## src/rtl/b64e_pkg.sv

```systemverilog
package b64e_pkg;

  localparam int CFG_W  = 12;
  localparam int CHAR_W = 8;
  localparam int GRP_N  = 4;

  localparam logic [CHAR_W-1:0] PAD_CHAR = 8'h3D;  // '='

  // One classified input byte: up to four characters to send, in order.
  typedef struct packed {
    logic [GRP_N-1:0][CHAR_W-1:0] chars;
    logic [2:0]                   cnt;  // 1..4
    logic                         fin;  // closes the message
  } grp_t;

  // Standard alphabet: A-Z, a-z, 0-9, '+', '/'.
  function automatic logic [CHAR_W-1:0] b64_char(input logic [5:0] v);
    logic [CHAR_W-1:0] c;
    if (v < 6'd26) begin
      c = 8'h41 + {2'b00, v};
    end else if (v < 6'd52) begin
      c = 8'h61 + {2'b00, v - 6'd26};
    end else if (v < 6'd62) begin
      c = 8'h30 + {2'b00, v - 6'd52};
    end else if (v == 6'd62) begin
      c = 8'h2B;
    end else begin
      c = 8'h2F;
    end
    return c;
  endfunction

endpackage

```

## src/rtl/b64e_front.sv

```systemverilog
module b64e_front
  import b64e_pkg::*;
(
  input  logic              clk,
  input  logic              rst_n,
  input  logic              in_valid,
  input  logic [7:0]        in_byte_in,
  input  logic              in_last_byte,
  output logic              in_stall,
  input  logic              q_full,
  output logic              push,
  output grp_t              push_data
);

  localparam logic [2:0] HC_NONE = 3'd0;
  localparam logic [2:0] HC_TWO  = 3'd2;
  localparam logic [2:0] HC_FOUR = 3'd4;

  logic [3:0] held_bits_r, held_bits_nxt;
  logic [2:0] held_count_r, held_count_nxt;

  assign in_stall = q_full;
  assign push     = in_valid && !q_full;

  always_comb begin
    push_data      = '0;
    push_data.fin  = in_last_byte;
    held_bits_nxt  = held_bits_r;
    held_count_nxt = held_count_r;
    case (held_count_r)
      HC_TWO: begin
        push_data.chars[0] = b64_char({held_bits_r[1:0], in_byte_in[7:4]});
        if (in_last_byte) begin
          push_data.chars[1] = b64_char({in_byte_in[3:0], 2'b00});
          push_data.chars[2] = PAD_CHAR;
          push_data.cnt      = 3'd3;
        end else begin
          push_data.cnt  = 3'd1;
          held_bits_nxt  = in_byte_in[3:0];
          held_count_nxt = HC_FOUR;
        end
      end
      HC_FOUR: begin
        // twelve bits make two whole characters, nothing left over
        push_data.chars[0] = b64_char({held_bits_r, in_byte_in[7:6]});
        push_data.chars[1] = b64_char(in_byte_in[5:0]);
        push_data.cnt      = 3'd2;
        held_bits_nxt      = '0;
        held_count_nxt     = HC_NONE;
      end
      default: begin
        push_data.chars[0] = b64_char(in_byte_in[7:2]);
        if (in_last_byte) begin
          push_data.chars[1] = b64_char({in_byte_in[1:0], 4'b0000});
          push_data.chars[2] = PAD_CHAR;
          push_data.chars[3] = PAD_CHAR;
          push_data.cnt      = 3'd4;
        end else begin
          push_data.cnt  = 3'd1;
          held_bits_nxt  = {2'b00, in_byte_in[1:0]};
          held_count_nxt = HC_TWO;
        end
      end
    endcase
    if (in_last_byte) begin
      held_bits_nxt  = '0;
      held_count_nxt = HC_NONE;
    end
  end

  always_ff @(posedge clk) begin
    if (!rst_n) begin
      held_bits_r  <= '0;
      held_count_r <= HC_NONE;
    end else if (push) begin
      held_bits_r  <= held_bits_nxt;
      held_count_r <= held_count_nxt;
    end
  end

endmodule

```

## src/rtl/b64e_queue.sv

```systemverilog
module b64e_queue
  import b64e_pkg::*;
(
  input  logic clk,
  input  logic rst_n,
  input  logic push,
  input  grp_t push_data,
  output logic full,
  input  logic pop,
  output logic head_valid,
  output grp_t head
);

  localparam int DEPTH = 2;
  localparam int PW    = $clog2(DEPTH);
  localparam int CW    = $clog2(DEPTH + 1);

  grp_t          mem_r [DEPTH];
  logic [PW-1:0] wr_ptr_r, rd_ptr_r;
  logic [CW-1:0] count_r, count_nxt;

  assign full       = (count_r == CW'(DEPTH));
  assign head_valid = (count_r != '0);
  assign head       = mem_r[rd_ptr_r];

  always_comb begin
    count_nxt = count_r;
    if (push && !pop) begin
      count_nxt = count_r + CW'(1);
    end else if (pop && !push) begin
      count_nxt = count_r - CW'(1);
    end
  end

  always_ff @(posedge clk) begin
    if (push) begin
      mem_r[wr_ptr_r] <= push_data;
    end
  end

  always_ff @(posedge clk) begin
    if (!rst_n) begin
      wr_ptr_r <= '0;
      rd_ptr_r <= '0;
      count_r  <= '0;
    end else begin
      count_r <= count_nxt;
      if (push) begin
        wr_ptr_r <= (wr_ptr_r == PW'(DEPTH - 1)) ? '0 : wr_ptr_r + PW'(1);
      end
      if (pop) begin
        rd_ptr_r <= (rd_ptr_r == PW'(DEPTH - 1)) ? '0 : rd_ptr_r + PW'(1);
      end
    end
  end

endmodule

```

## src/rtl/b64e_back.sv

```systemverilog
module b64e_back
  import b64e_pkg::*;
#(
  parameter int COUNT_BITS = 12
) (
  input  logic              clk,
  input  logic              rst_n,
  input  logic              cfg_we,
  input  logic [CFG_W-1:0]  cfg_wdata,
  input  logic              head_valid,
  input  grp_t              head,
  output logic              pop,
  input  logic              out_stall,
  output logic              out_valid,
  output logic [CHAR_W-1:0] out_char_code,
  output logic              out_last_char,
  output logic              out_truncated
);

  localparam int CMP_W = (COUNT_BITS > CFG_W) ? COUNT_BITS : CFG_W;

  logic [CFG_W-1:0]      max_chars_r;
  logic [COUNT_BITS-1:0] chars_out_r, chars_out_nxt, chars_inc;
  logic                  limit_hit_r, limit_hit_nxt;
  logic [1:0]            idx_r, idx_nxt;
  logic                  out_valid_r, out_valid_nxt;
  logic [CHAR_W-1:0]     char_r;
  logic                  last_r, trunc_r;

  logic [CMP_W-1:0] cnt_ext, inc_ext, max_ext;
  logic             blocked, out_free, emit, end_of_grp, hit, nat_last;

  assign chars_inc  = chars_out_r + COUNT_BITS'(1);
  assign cnt_ext    = CMP_W'(chars_out_r);
  assign inc_ext    = CMP_W'(chars_inc);
  assign max_ext    = CMP_W'(max_chars_r);
  assign blocked    = limit_hit_r || (cnt_ext >= max_ext);
  assign out_free   = !out_valid_r || !out_stall;
  assign emit       = head_valid && !blocked && out_free;
  assign end_of_grp = ({1'b0, idx_r} == (head.cnt - 3'd1));
  assign hit        = (inc_ext == max_ext);
  assign nat_last   = head.fin && end_of_grp;
  // at the limit the rest of the group is dropped with a single pop
  assign pop        = head_valid && (blocked || (out_free && end_of_grp));

  always_comb begin
    chars_out_nxt = chars_out_r;
    limit_hit_nxt = limit_hit_r;
    idx_nxt       = idx_r;
    if (head_valid && blocked) begin
      limit_hit_nxt = 1'b1;
      idx_nxt       = '0;
    end else if (emit) begin
      chars_out_nxt = chars_inc;
      if (hit) begin
        limit_hit_nxt = 1'b1;
      end
      idx_nxt = end_of_grp ? 2'd0 : idx_r + 2'd1;
    end
    if (pop && head.fin) begin
      chars_out_nxt = '0;
      limit_hit_nxt = 1'b0;
    end
  end

  always_comb begin
    out_valid_nxt = out_valid_r;
    if (emit) begin
      out_valid_nxt = 1'b1;
    end else if (out_free) begin
      out_valid_nxt = 1'b0;
    end
  end

  always_ff @(posedge clk) begin
    if (!rst_n) begin
      max_chars_r <= CFG_W'(255);
      chars_out_r <= '0;
      limit_hit_r <= 1'b0;
      idx_r       <= '0;
      out_valid_r <= 1'b0;
    end else begin
      if (cfg_we) begin
        max_chars_r <= cfg_wdata;
      end
      chars_out_r <= chars_out_nxt;
      limit_hit_r <= limit_hit_nxt;
      idx_r       <= idx_nxt;
      out_valid_r <= out_valid_nxt;
    end
  end

  always_ff @(posedge clk) begin
    if (emit) begin
      char_r  <= head.chars[idx_r];
      last_r  <= nat_last || hit;
      trunc_r <= hit && !nat_last;
    end
  end

  assign out_valid     = out_valid_r;
  assign out_char_code = char_r;
  assign out_last_char = last_r;
  assign out_truncated = trunc_r;

`ifndef SYNTHESIS
  a_trunc_is_last: assert property (@(posedge clk) disable iff (!rst_n)
    out_valid_r && trunc_r |-> last_r)
    else $error("truncated beat without last mark");

  a_idx_in_group: assert property (@(posedge clk) disable iff (!rst_n)
    head_valid |-> ({1'b0, idx_r} < head.cnt))
    else $error("character index past end of group");

  a_hit_sticks: assert property (@(posedge clk) disable iff (!rst_n)
    emit && hit && !(pop && head.fin) |=> limit_hit_r)
    else $error("limit reached but not held");

  a_final_clears: assert property (@(posedge clk) disable iff (!rst_n)
    pop && head.fin |=> (chars_out_r == '0) && !limit_hit_r && (idx_r == '0))
    else $error("message state not cleared after final group");
`endif

endmodule

```

## src/rtl/base64_encoder.sv

```systemverilog
// Channel  Ports                                               Handshake
// -------  --------------------------------------------------  -------------------
// in       in_byte_in[7:0], in_last_byte                       in_valid / in_stall
// out      out_char_code[7:0], out_last_char, out_truncated    out_valid / out_stall
// cfg      cfg_wdata[11:0] (max_chars)                         cfg_we
//
// The output side sends one character per cycle unless out_stall holds it: an
// ordinary byte yields 1 or 2 characters, a final byte 2 to 4 (characters plus '='
// padding). The character stepper in the back end sets the pace; a two-entry group
// queue lets the byte side run ahead by two bytes.
// Reset (rst_n low, synchronous) empties the queue and clears message state;
// max_chars resets to 255. A stalled output holds its beat while input fills the queue.
module base64_encoder
  import b64e_pkg::*;
#(
  parameter int COUNT_BITS = 12
) (
  input  logic              clk,
  input  logic              rst_n,
  input  logic              in_valid,
  input  logic [7:0]        in_byte_in,
  input  logic              in_last_byte,
  output logic              in_stall,
  output logic              out_valid,
  output logic [CHAR_W-1:0] out_char_code,
  output logic              out_last_char,
  output logic              out_truncated,
  input  logic              out_stall,
  input  logic              cfg_we,
  input  logic [CFG_W-1:0]  cfg_wdata
);

  logic push, q_full, pop, head_valid;
  grp_t push_data, head;

  b64e_front u_front (
    .clk          (clk),
    .rst_n        (rst_n),
    .in_valid     (in_valid),
    .in_byte_in   (in_byte_in),
    .in_last_byte (in_last_byte),
    .in_stall     (in_stall),
    .q_full       (q_full),
    .push         (push),
    .push_data    (push_data)
  );

  b64e_queue u_queue (
    .clk        (clk),
    .rst_n      (rst_n),
    .push       (push),
    .push_data  (push_data),
    .full       (q_full),
    .pop        (pop),
    .head_valid (head_valid),
    .head       (head)
  );

  b64e_back #(
    .COUNT_BITS (COUNT_BITS)
  ) u_back (
    .clk           (clk),
    .rst_n         (rst_n),
    .cfg_we        (cfg_we),
    .cfg_wdata     (cfg_wdata),
    .head_valid    (head_valid),
    .head          (head),
    .pop           (pop),
    .out_stall     (out_stall),
    .out_valid     (out_valid),
    .out_char_code (out_char_code),
    .out_last_char (out_last_char),
    .out_truncated (out_truncated)
  );

endmodule
```

## config.mk

```make
export PLATFORM = sky130hd
export DESIGN_NAME = base64_encoder
export DESIGN_NICKNAME = d
export VERILOG_FILES = /design/src/rtl/b64e_pkg.sv /design/src/rtl/b64e_front.sv /design/src/rtl/b64e_queue.sv /design/src/rtl/b64e_back.sv /design/src/rtl/base64_encoder.sv
export SDC_FILE = /design/constraint.sdc
export NUM_CORES = 1
export LEC_CHECK = 0
export BUFFER_PORTS_ARGS = -buffer_cell sky130_fd_sc_hd__buf_2
export CORE_MARGIN = 2
export CORE_UTILIZATION = 40
export CTS_CLUSTER_SIZE = 14
export DETAILED_ROUTE_END_ITERATION = 16
export SETUP_SLACK_MARGIN = 0.2
export SLEW_MARGIN = 20
export SYNTH_ARGS = -nofsm -noshare
export SYNTH_HDL_FRONTEND = slang
export SYNTH_SLANG_ARGS = --single-unit
```

## constraint.sdc

```tcl
create_clock -name clk -period 6.35 [get_ports clk]
set_clock_uncertainty 0.1 [all_clocks]
set_input_delay 0.9525 -clock clk [delete_from_list [all_inputs] [get_ports clk]]
set_output_delay 0.9525 -clock clk [all_outputs]
set_load 0.05 [all_outputs]
```

Word-level counts from Yosys, hierarchy flattened
Memories as Yosys holds them, arrays and structs flattened. A register that Yosys moved wholly into a read port is not among the register bits.
Cells that the tools add are included.

word-level totals
  register bits = 49
  RAM bits = 68
  output and inout port bits = 12
  memories = 1

memory list
  name           words  bits a word  read ports  clocked after memory_dff  write ports  RTL line          text
  u_queue.mem_r  2      34           1           1                         1            b64e_queue.sv:18  grp_t mem_r [DEPTH];

cells by class
  $add $sub $neg = 37
  order comparisons = 20
  equality and inequality tests = 9
  multiplexer cells = 49
  bitwise operators = 2
  reductions and logical operators = 32

operators by type and width
  cell                                                                           count
  8-bit 2-to-1 mux                                                               19
  7-bit by 6-bit adder with 8-bit output (first input constant)                  12
  6-bit less-than comparator (second input constant)                             12
  6-bit by 6-bit adder with 7-bit output (first input constant)                  6
  19-bit case mux with 2 select lines                                            1
  6-bit by 5-bit less-than comparator with 1-bit output (second input constant)  6
  6-bit by 5-bit subtractor with 6-bit output (second input constant)            6
  6-bit subtractor (second input constant)                                       6
  6-bit == test (second input constant)                                          4
  22-bit 2-to-1 mux                                                              1
  3-bit 2-to-1 mux                                                               6
  8-bit binary-select mux with 2-bit select                                      1
  8-bit case mux with 2 select lines                                             1
  14-bit 2-to-1 mux                                                              1
  12-bit by 1-bit adder with 12-bit output (second input constant)               1
  12-bit == test                                                                 1
  12-bit >= comparator                                                           1
  1-bit logical AND                                                              11
  1-bit 2-to-1 mux                                                               11
  2-bit nonzero test                                                             5
  2-bit 2-to-1 mux                                                               4
  4-bit case mux with 2 select lines                                             1
  1-bit logical NOT                                                              7
  6-bit 2-to-1 mux                                                               1
  other kinds (15)                                                               24

Longest topological paths before layout
Gate-level depths: netlist of the first run.

  word-level depth = 8
  mapped depth = 12
  gate-level depth less buffers = 11

Hierarchy
From an unflattened synthesis of the first run, not the netlist that was laid out.

second synthesis, totals
  cells, all modules = 790
  area total of the unflattened synthesis = 8169.1 µm²

modules (own cells, without submodules)
  module      times used  cells each  area an instance (µm²)
  b64e_front  1           403         2919.0
  b64e_queue  1           134         2827.7
  b64e_back   1           253         2422.3

Least setup slack after synthesis of the first run
No wires, ideal clock.

  path type = in2reg
  from = input in_byte_in[5]
  to = memory u_queue.mem_r[0][10] (netlist name) (data pin)
  setup time = 0.275 ns
  arrival = 2.839 ns
  data required time = 5.975 ns
  setup slack = 3.136 ns
  stages = 9
  cell sequence = clkbuf_1 inv_1 ha_1 xor2_1 nor3b_1 a211oi_1 o311a_1 a211oi_1 a21oi_1

RTL lines
  item                RTL line              text
  start: declaration  base64_encoder.sv:21  input logic [7:0] in_byte_in,
  end: declaration    b64e_queue.sv:18

==> flow_metrics.env, run 1 <==
export IMPL_cts_tree="built"
export IMPL_cp_slowest_cell="a21oi_1"
export IMPL_tns_ns=0
export IMPL_hp_class="flip-flop to flip-flop"
export IMPL_p_per_area_nw_per_um2=291
export IMPL_htreeDepth=3
export IMPL_layout_cells_most_common="ha_1"
export IMPL_drv_cap=0
export IMPL_grt_start_max_net_pins=30
export IMPL_yosysTopAreaCellShare_pct=23.3
export IMPL_regArea_sq_um=2340
export IMPL_rsz0062_at_grt="false"
export IMPL_numCtsBuffers=9
export IMPL_cts_sinks=91
export IMPL_hpwl_um=12100
export IMPL_io_pins=38
export IMPL_cp_max_fo=17
export IMPL_grt_pass1_wl_um=26400
export IMPL_finalSetupViolations=0
export IMPL_layout_nets=817
export IMPL_drc=0
export IMPL_portBuffers=37
export IMPL_antenna_found_initial=0
export IMPL_drtAntennaViolNets=0
export IMPL_reg2reg_from="u_back.max_chars_r[11]$_SDFFE_PN0P_"
export IMPL_nFillCells=1603
export IMPL_critPathMaxStageDelay_ns=0.84
export IMPL_hold_viol_final=0
export IMPL_synth_top_cell_by_area="edfxtp_1"
export IMPL_critPathRequiredTime_ns=6.32
export IMPL_period_needed_ns=3.55
export IMPL_avgViaCountPerCell=5.64
export IMPL_ys_seq_area_share_pct=35.0
export IMPL_cts_resized_gates=0
export IMPL_diodes=0
export IMPL_firstDrtPassIters=5
export IMPL_yosys_warnings=0
export IMPL_reg2reg_depth=10
export IMPL_ff2ff_setup_slack_ns=2.88
export IMPL_status="finished clean"
export IMPL_finalCritPeriodShare_pct=55.9
export IMPL_postRouteWirelength_um=16400
export IMPL_hold_depth=2
export IMPL_drt_iter0_drc=440
export IMPL_ys_ff_latch=91
export IMPL_clkTransAtPathRegs_ns=0.06
export IMPL_gp_congestion=0.924
export IMPL_cp_arrival_ns=3.52
export IMPL_synth_area_leaders="edfxtp_1, dfxtp_1, ha_1"
export IMPL_cts_root_buf="clkbuf_16"
export IMPL_tightest_slew_ns=1.07
export IMPL_final_cell_mix="ha_1, nand2_1, edfxtp_1, nor2_1, a21oi_1"
export IMPL_clock_latency_ns=0.35
export IMPL_crit_chain="buf_2, inv_1, ha_1, a21o_1, a21oi_1, nand3_1, o211a_1, o31ai_1, a31oi_1"
export IMPL_fmax_ghz=0.282
export IMPL_die_width_um=133
export IMPL_slew_violations=0
export IMPL_num_vias=5406
export IMPL_relSlewSlack_pct=28.6
export IMPL_path_delay_family="compound AO/OA/AOI/OAI gates"
export IMPL_die_y_um=133
export IMPL_hp_start="u_queue.rd_ptr_r$_SDFFE_PN0P_"
export IMPL_synth_nets=812
export IMPL_ir_worst_vdd_mv=0.187
export IMPL_postSynthAreaPerCell_sq_um=9.20
export IMPL_leakagePower_uw=0.00288
export IMPL_path_class="input port to flip-flop"
export IMPL_cts_setup_buffers=0
export IMPL_placementRows=47
export IMPL_syn_inst=728
export IMPL_yosys_cell_types_count=68
export IMPL_die_area_sq_um=17800
export IMPL_end_kind="flip-flop"
export IMPL_power_uw=2120
export IMPL_syn2layout_area_growth_pct=8.48
export IMPL_crit_buf_inv=2
export IMPL_grt_pass1_vias=5026
export IMPL_synth_flop_cell="edfxtp_1"
export IMPL_ctsHoldBuffers=0
export IMPL_wl_per_cell_um=17.1
export IMPL_grt_usage_pct=18.5
export IMPL_core_area_sq_um=16500
export IMPL_grt_ovfl_total=0
export IMPL_cts_buffer_depth=2
export IMPL_synth_edf_count=52
export IMPL_multi_input_area_sq_um=3970
export IMPL_regToRegEndpoint="u_queue.count_r[1]$_SDFFE_PN0P_"
export IMPL_async_flop_share_pct=0
export IMPL_worstSetupStartpoint="in_byte_in[6]"
export IMPL_startpoint_type="input port"
export IMPL_synth_area_sq_um=6700
export IMPL_start_util_pct=40.7
export IMPL_drive_gt1_share_pct=10.6
-- sequential cells by signal, summed over array words and instances, names as in the netlist, 2 cells and up, named ones only --
register	cells
u_back.max_chars_r	12
u_queue.count_r	2
u_front.held_bits_r	4
u_back.chars_out_r	12
u_back.out_char_code	8
u_front.held_count_r	2
u_back.idx_r	2
u_queue.mem_r	42
-- per-layer routing --
metal  GRT usage (%)  share of wire, %  vias to the layer above
met4            6.44               1.9                        0
met2            28.7                45                      161
li1                -                 -                     2660
met1            26.3                48                     2562
met3            3.12               5.2                       23
met5               0                 0                        -
-- worst reg2reg max path: cells and delay by family, from the launching register on --
family / cells / cell delay [ns]
simple gates: 2 / 0.51
fa+ha+maj: 2 / 0.57
flops: 1 / 0.38
buf+inv: 1 / 0.06
compound gates: 5 / 1.76
-- logic make-up (layout without fill, tap and decap cells) --
family | Yosys count | in the layout | synth area share [%]
and+or+nand+nor | 221 | 221 | 16.8
AOI/OAI and AO/OA | 176 | 176 | 17.4
DFF | 91 | 91 | 35.0
muxes | 23 | 23 | 4.95
buffers and inverters | 88 | 98 | 5.75
xor gates and xnor gates | 71 | 71 | 9.28
adders and majority gates | 58 | 58 | 10.8
-- cells in the mapped netlist (3+ instances only) --
cell,instances
mux4_2,8
and2_1,3
a32oi_1,4
o21ai_0,30
a211oi_1,14
nor2_1,51
buf_6,5
xor2_1,34
o211ai_1,15
dfxtp_1,39
nor2b_1,17
o22ai_1,6
a221oi_1,5
and3_2,3
nand4_1,19
nand2_1,54
o31ai_1,3
a31oi_1,12
nor3_1,16
nor4_1,3
mux2i_1,14
nor3b_1,7
edfxtp_1,52
and3_1,4
a211o_1,3
ha_1,58
a21o_1,13
nand2b_1,8
a22oi_1,5
nand3_1,19
xnor2_1,37
nand3b_1,4
inv_1,41
clkbuf_1,33
buf_1,3
a21oi_1,50
-- where the power goes --
part	internal, uW	switching, uW	leakage (uW)
clock	312	236	0.000142
combinational	241	481	0.00193
sequential	774	73.3	0.000813
total	1330	790	0.00288
-- through the flow --
| step | worst slack (ns) | std cells | util [%] | instance area [sq um] | hold WS (ns) |
|---|---|---|---|---|---|
| global placement | 2.56 | 942 | 42.2 | 6950 | 0.374 |
| global route | 2.55 | 958 | 44.1 | 7270 | 0.445 |
| finish | 2.80 | 958 | 44.1 | 7270 | 0.396 |
| floorplan | 3.14 | 728 | - | 6700 | 0.346 |
| CTS | 2.72 | 958 | 44.1 | 7260 | 0.400 |
| detailed placement | 2.53 | 942 | 42.2 | 6950 | 0.390 |
-- worst max path at each step --
| stage | endpoint | cells past startpoint | slack (ns) |
|---|---|---|---|
| 2_1_floorplan | u_queue.mem_r[0][10]$_DFFE_PP_ | 9 | 3.14 |
| 3_3_place_gp | u_queue.mem_r[0][8]$_DFFE_PP_ | 9 | 2.56 |
| 3_5_place_dp | u_queue.mem_r[0][8]$_DFFE_PP_ | 9 | 2.53 |
| 4_1_cts | u_back.chars_out_r[11]$_SDFFE_PP0P_ | 7 | 2.72 |
| 5_1_grt | u_queue.mem_r[1][8]$_DFFE_PP_ | 9 | 2.55 |
| 6_report | u_queue.mem_r[1][8]$_DFFE_PP_ | 9 | 2.80 |
-- final cells by class --
| cell class | count | share of cell area (%) |
|---|---|---|
| clock buffer | 9 | 3.10 |
| clock inverter | 7 | 1.15 |
| inverter | 42 | 2.17 |
| multi-input combinational | 549 | 54.7 |
| sequential | 91 | 32.2 |
| tap | 220 | 3.79 |
| timing repair buffer | 40 | 2.86 |
No activity file was read; power rests on OpenSTA's default activity.
==> run 2: changes to the inputs <==
ABC_AREA = 1   (was not set)
clock period = 3.27 ns   (was 6.35 ns; I/O delays follow)
==> run 2 against run 1 <==
- via count up 10%
- first-iteration DRC count down 9.1%
- sequential power up 96%
- global-route usage up 0.46 points
- die area about the same
- critical endpoint is now u_queue.count_r[1]$_SDFFE_PN0P_
- count of clock-buffer cells in the layout unchanged
==> flow_metrics.env, run 2 <==
export IMPL_startpoint_type="flip-flop"
export IMPL_hpwl_um=12400
export IMPL_wl_per_cell_um=14.2
export IMPL_crit_chain="buf_4, nand2_1, and2_1, ha_1, xor2_1, nand2_1, nor2_1, nand3_1, nand4_2, nand2_1, ha_1, a21oi_1, o21ai_0, o21ai_0, a21oi_1"
export IMPL_num_vias=5957
export IMPL_final_cell_mix="nand2_1, inv_1, a21oi_1, nor2_1, o21ai_0"
export IMPL_period_needed_ns=2.66
export IMPL_grt_usage_pct=19.0
export IMPL_avgViaCountPerCell=5.08
export IMPL_cp_arrival_ns=2.79
export IMPL_p_sw_share_pct=42.5
export IMPL_tightest_slew_ns=0.534
export IMPL_ys_ff_latch=91
export IMPL_cts_setup_buffers=0
export IMPL_hold_viol_final=0
export IMPL_syn_inst=914
export IMPL_postSynthAreaPerCell_sq_um=7.33
export IMPL_cp_max_fo=12
export IMPL_finalSetupViolations=0
export IMPL_finalCritPeriodShare_pct=81.3
export IMPL_fmax_ghz=0.376
export IMPL_placementRows=47
export IMPL_postRouteWirelength_um=16700
export IMPL_p_per_area_nw_per_um2=637
export IMPL_yosys_cell_types_count=44
export IMPL_drv_cap=0
export IMPL_hp_start="cfg_wdata[0]"
export IMPL_synthXorXnorAreaFrac_pct=4.69
export IMPL_grt_pass1_vias=5468
export IMPL_drc=0
export IMPL_numCtsBuffers=9
export IMPL_cts_root_buf="clkbuf_16"
export IMPL_grt_pass1_wl_um=27400
export IMPL_sequentialPowerShare_pct=35.1
export IMPL_antenna_found_initial=0
export IMPL_portBuffers=37
export IMPL_whs_ns=0.256
export IMPL_synth_mux_area_share_pct=0.149
export IMPL_critPathMaxStageDelay_ns=0.33
export IMPL_io_pins=38
export IMPL_drt_iter0_drc=400
export IMPL_ys_seq_area_share_pct=35.0
export IMPL_layout_cells_most_common="nand2_1"
export IMPL_ctsHoldBuffers=0
export IMPL_path_delay_family="simple AND/OR/NAND/NOR gates"
export IMPL_hp_class="input port to flip-flop"
export IMPL_relSlewSlack_pct=64.1
export IMPL_synth_area_leaders="edfxtp_1, nand2_1, dfxtp_1"
export IMPL_diodes=0
export IMPL_synth_compound_area_share_pct=15.6
export IMPL_cts_sinks=91
export IMPL_leakagePower_uw=0.00337
export IMPL_slew_violations=0
export IMPL_synth_edf_count=52
export IMPL_status="finished clean"
export IMPL_gp_congestion=0.948
export IMPL_yosysTopAreaCellShare_pct=23.3
export IMPL_htreeDepth=3
export IMPL_drtAntennaViolNets=0
export IMPL_final_cells=1173
export IMPL_cts_buffer_depth=2
export IMPL_tns_ns=0
export IMPL_path_class="flip-flop to flip-flop"
export IMPL_post_place_cells=1157
export IMPL_cts_tree="built"
export IMPL_synth_flop_cell="edfxtp_1"
export IMPL_syn2layout_area_growth_pct=10.4
export IMPL_synth_most_common_cell="nand2_1"
export IMPL_start_util_pct=40.7
export IMPL_synth_top_family_by_area="simple AND/OR/NAND/NOR gates"
export IMPL_clock_latency_ns=0.34
export IMPL_synthAdderAreaFrac_pct=10.8
export IMPL_cp_slowest_cell="dfxtp_1"
export IMPL_p_switching_uw=2010
export IMPL_die_width_um=133
export IMPL_synth_top_cells_by_count="nand2_1, inv_1, a21oi_1"
export IMPL_largest_registers="u_queue.mem_r x42, u_back.chars_out_r x12, u_back.max_chars_r x12"
export IMPL_die_y_um=133
export IMPL_async_flop_share_pct=0
export IMPL_cpMostUsedCell="nand2_1"
export IMPL_top_register="u_queue.mem_r"
export IMPL_cts_resized_gates=0
export IMPL_rsz0062_at_grt="false"
export IMPL_yosys_warnings=0
export IMPL_drive_gt1_share_pct=9.86
export IMPL_firstDrtPassIters=5
export IMPL_end_kind="flip-flop"
export IMPL_grt_ovfl_total=0
export IMPL_clkTransAtPathRegs_ns=0.07
export IMPL_layout_nets=1032
export IMPL_p_int_uw=2710
export IMPL_core_area_sq_um=16500
export IMPL_synth_nets=998
export IMPL_synth_top_cell_by_area="edfxtp_1"
export IMPL_grt_start_max_net_pins=22
export IMPL_synth_simple_area_share_pct=25.4
export IMPL_ir_worst_vdd_mv=0.508
export IMPL_largest_register_ffs=42
export IMPL_die_area_sq_um=17800
export IMPL_p_comb_share_pct=43.8
export IMPL_synth_area_sq_um=6700
export IMPL_clockPowerShare_pct=21.1
export IMPL_critPathRequiredTime_ns=3.40
export IMPL_crit_buf_inv=1
-- run 2: worst reg2reg max path: cells and delay by family, from the launching register on --
family	cells	cell delay [ns]
AND/OR/NAND/NOR	7	0.73
adder cells (fa/ha/maj)	2	0.61
AO/OA/AOI/OAI	4	0.43
flip-flops	1	0.33
buffers and inverters	1	0.19
XOR/XNOR	1	0.13
-- run 2: path summary, 6_finish.rpt --
kind	end	slack [ns]	depth (start not counted)
max	u_queue.count_r[1]$_SDFFE_PN0P_	0.61	15
min	u_back.max_chars_r[0]$_SDFFE_PN1P_	0.26	3
max reg2reg	u_queue.count_r[1]$_SDFFE_PN0P_	0.61	15
min reg2reg	flip-flop	0.38	2
-- run 2: cells by family (layout without fill, tap and decap cells) --
group | after synthesis | count (layout)
multiplexers | 1 | 1
adder cells (fa/ha/maj) | 58 | 58
flip-flops | 91 | 91
AND/OR/NAND/NOR | 409 | 409
buffers and inverters | 136 | 175
AO/OA/AOI/OAI | 184 | 184
XOR/XNOR | 35 | 35
-- run 2: cell type report --
| cell class | instances | area, sq um |
|---|---|---|
| flip-flops and latches | 91 | 2340 |
| inverters | 109 | 409 |
| multi-input cells | 687 | 3800 |
| repair buffers | 50 | 283 |
| clock buffers | 9 | 225 |
| clock inverters | 7 | 61.3 |
| well taps | 220 | 275 |
| fillers | 1636 | 9070 |
-- run 2: metal layers --
metal | track usage, % | vias up | share of wire (%)
met3 | 1.45 | 25 | 3.5
met4 | 6.97 | 0 | 1.9
met5 | 0 | - | 0
li1 | - | 3089 | -
met2 | 30.9 | 147 | 45
met1 | 26.6 | 2696 | 50
-- run 2: through the flow --
step	setup WS [ns]	total power, uW	cell area [sq um]	util [%]
floorplan	0.657	3230	6700	-
global placement	0.447	3740	7110	43.2
detailed placement	0.470	3750	7110	43.2
CTS	0.605	4750	7400	44.9
global route	0.402	5040	7400	44.9
finish	0.612	4720	7400	44.9
-- run 2: power groups by stage --
stage	Clock [uW]	Combinational [uW]	Sequential (uW)
final	995	2060	1660
after global placement	0	2060	1680
after CTS	1020	2070	1660
after floorplan	0	1300	1930
after detailed placement	0	2060	1680
after global routing	1060	2300	1680
==> run 3: changes to the inputs <==
ABC_AREA = 0   (was 1)
clock period = 2.4 ns   (was 3.27 ns; I/O delays follow)
==> run 3 against run 2 <==
- the flow now finishes with violations (setup timing)
- hold slack lost 0.12 ns
- total power grew 36%
- maximum frequency grew 1.7%
- cell count shrank 4.9%
- non-clock buffer count grew 147
- sequential power grew 31%
- combinational power grew 37%
- die area is essentially flat
- worst setup slack lost 0.82 ns
- first-iteration DRC count grew 20%
- flip-flop and latch count is the same
- largest cell class unchanged
- largest power group unchanged
==> flow_metrics.env, run 3 (synthesis gave the netlist of run 1 again) <==
export IMPL_wl_per_cell_um=16.5
export IMPL_finalCritPeriodShare_pct=109
export IMPL_cts_root_buf="clkbuf_16"
export IMPL_startpoint_type="flip-flop"
export IMPL_critPathMaxStageDelay_ns=0.39
export IMPL_drtAntennaViolNets=0
export IMPL_relSlewSlack_pct=67.5
export IMPL_numCtsBuffers=9
export IMPL_dpl_worst_slack_ns=-0.292
export IMPL_grt_start_max_net_pins=23
export IMPL_clkTransAtPathRegs_ns=0.06
export IMPL_grt_ovfl_total=0
export IMPL_reg2reg_depth=11
export IMPL_diodes=0
export IMPL_cp_arrival_ns=2.79
export IMPL_rsz0062_at_grt="true"
export IMPL_clock_latency_ns=0.34
export IMPL_die_width_um=133
export IMPL_fin_util_pct=54.8
export IMPL_ir_worst_vdd_mv=0.534
export IMPL_worst_path_stages=11
export IMPL_cts_sinks=91
export IMPL_violations="setup timing"
export IMPL_hold_depth=3
export IMPL_core_area_sq_um=16500
export IMPL_die_area_sq_um=17800
export IMPL_p_per_area_nw_per_um2=709
export IMPL_firstDrtPassIters=5
export IMPL_slew_violations=0
export IMPL_die_y_um=133
export IMPL_fmax_ghz=0.383
export IMPL_syn2layout_area_growth_pct=34.6
export IMPL_crit_chain="inv_2, ha_4, nand4_1, nor4_2, nand2_1, a21o_2, and2_4, ha_4, xor2_2, or3_4, a21oi_2"
export IMPL_cp_slowest_cell="nor4_2"
export IMPL_hp_class="input port to flip-flop"
export IMPL_finalSetupViolations=18
export IMPL_drc=0
export IMPL_ff2ff_setup_slack_ns=-0.21
export IMPL_layout_nets=974
export IMPL_period_needed_ns=2.61
export IMPL_drv_cap=0
export IMPL_cpMostUsedCell="ha_4"
export IMPL_final_cell_mix="buf_4, nand2_1, edfxtp_1, nor2_1, ha_1"
export IMPL_cts_tree="built"
export IMPL_grt_pass1_wl_um=29800
export IMPL_start_util_pct=40.7
export IMPL_end_kind="flip-flop"
export IMPL_timing_final_ws_setup_ns=-0.213
export IMPL_portBuffers=37
export IMPL_power_uw=6390
export IMPL_largest_register_ffs=42
export IMPL_postRouteWirelength_um=18400
export IMPL_cp_max_fo=2
export IMPL_drt_iter0_drc=481
export IMPL_hold_viol_final=0
export IMPL_num_vias=6113
export IMPL_avgViaCountPerCell=5.48
export IMPL_io_pins=38
export IMPL_hpwl_um=13600
export IMPL_gp_congestion=0.909
export IMPL_drive_gt1_share_pct=36.5
export IMPL_top_register="u_queue.mem_r"
export IMPL_cts_buffer_depth=2
export IMPL_crit_buf_inv=1
export IMPL_placementRows=47
export IMPL_htreeDepth=3
export IMPL_layout_cells_most_common="buf_4"
export IMPL_path_class="flip-flop to flip-flop"
export IMPL_ctsHoldBuffers=0
export IMPL_leakagePower_uw=0.00377
export IMPL_critPathRequiredTime_ns=2.58
export IMPL_path_delay_family="simple AND/OR/NAND/NOR gates"
export IMPL_grt_usage_pct=20.5
export IMPL_antenna_found_initial=0
export IMPL_status="finished with violations"
export IMPL_largest_registers="u_queue.mem_r x42, u_back.chars_out_r x12, u_back.max_chars_r x12"
export IMPL_grt_pass1_vias=5975
export IMPL_tightest_slew_ns=0.474
[run 3: changes by cell type in the layout (fill, tap and decap cells not counted), moves of 33 or more]
cell,before,now
a21oi_1,83,36
buf_4,13,135
inv_1,105,31
nand2_1,250,54
nand3_1,52,19
o21ai_0,60,22
[run 3: area by class of cell]
type / count / area [sq um]
multi-input combinational: 549 / 4400
tap: 220 / 275
timing repair buffer: 197 / 1520
clock buffer: 10 / 229
fill: 1479 / 7450
clock inverter: 6 / 66.3
sequential: 91 / 2360
inverter: 42 / 165
[run 3: path summary, 6_finish.rpt]
path / from / endpoint
setup / recovery: u_back.max_chars_r[9]$_SDFFE_PN0P_ / u_queue.count_r[1]$_SDFFE_PN0P_
hold / removal: cfg_wdata[6] / u_back.max_chars_r[6]$_SDFFE_PN1P_
setup reg to reg: u_back.max_chars_r[9]$_SDFFE_PN0P_ / u_queue.count_r[1]$_SDFFE_PN0P_
hold reg to reg: u_back.max_chars_r[2]$_SDFFE_PN1P_ / u_back.max_chars_r[2]$_SDFFE_PN1P_
[run 3: worst min-delay path: cells and delay by family]
| kind | cells | cell delay, ns |
|---|---|---|
| buffers and inverters | 1 | 0.08 |
| and+or+nand+nor | 1 | 0.04 |
| AOI/OAI and AO/OA | 1 | 0.06 |
[run 3: routing by layer]
layer  up-vias  GRT usage, %  share of wire, %
met2       156          35.0                49
met5         -             0                 0
met4         0          4.79               1.2
met1      2967          27.7                45
met3        22          2.66               4.4
li1       2968             -                 -
[run 3: power by group]
part,internal (uW),leakage [uW],switching (uW)
registers,2050,0.000817,130
clock network,808,0.000146,587
logic,1220,0.00280,1600
[run 3: repair_timing]
item,in CTS,in global routing
resized for setup,70,46
cloned,1,1
pin swaps,22,38
buffers inserted,16,11
endpoints found under the setup margin,45,50
[run 3: stage by stage]
| step | instances | hold WS, ns | setup TNS (ns) | instance area [sq um] |
|---|---|---|---|---|
| final | 1115 | 0.133 | -0.930 | 9020 |
| after floorplan | 728 | 0.346 | -0.194 | 6840 |
| after global routing | 1115 | 0.144 | -2.81 | 9020 |
| after global placement | 1070 | 0.381 | -0.480 | 8030 |
| after CTS | 1103 | 0.126 | -0.301 | 8720 |
| after detailed placement | 1070 | 0.394 | -1.50 | 8030 |
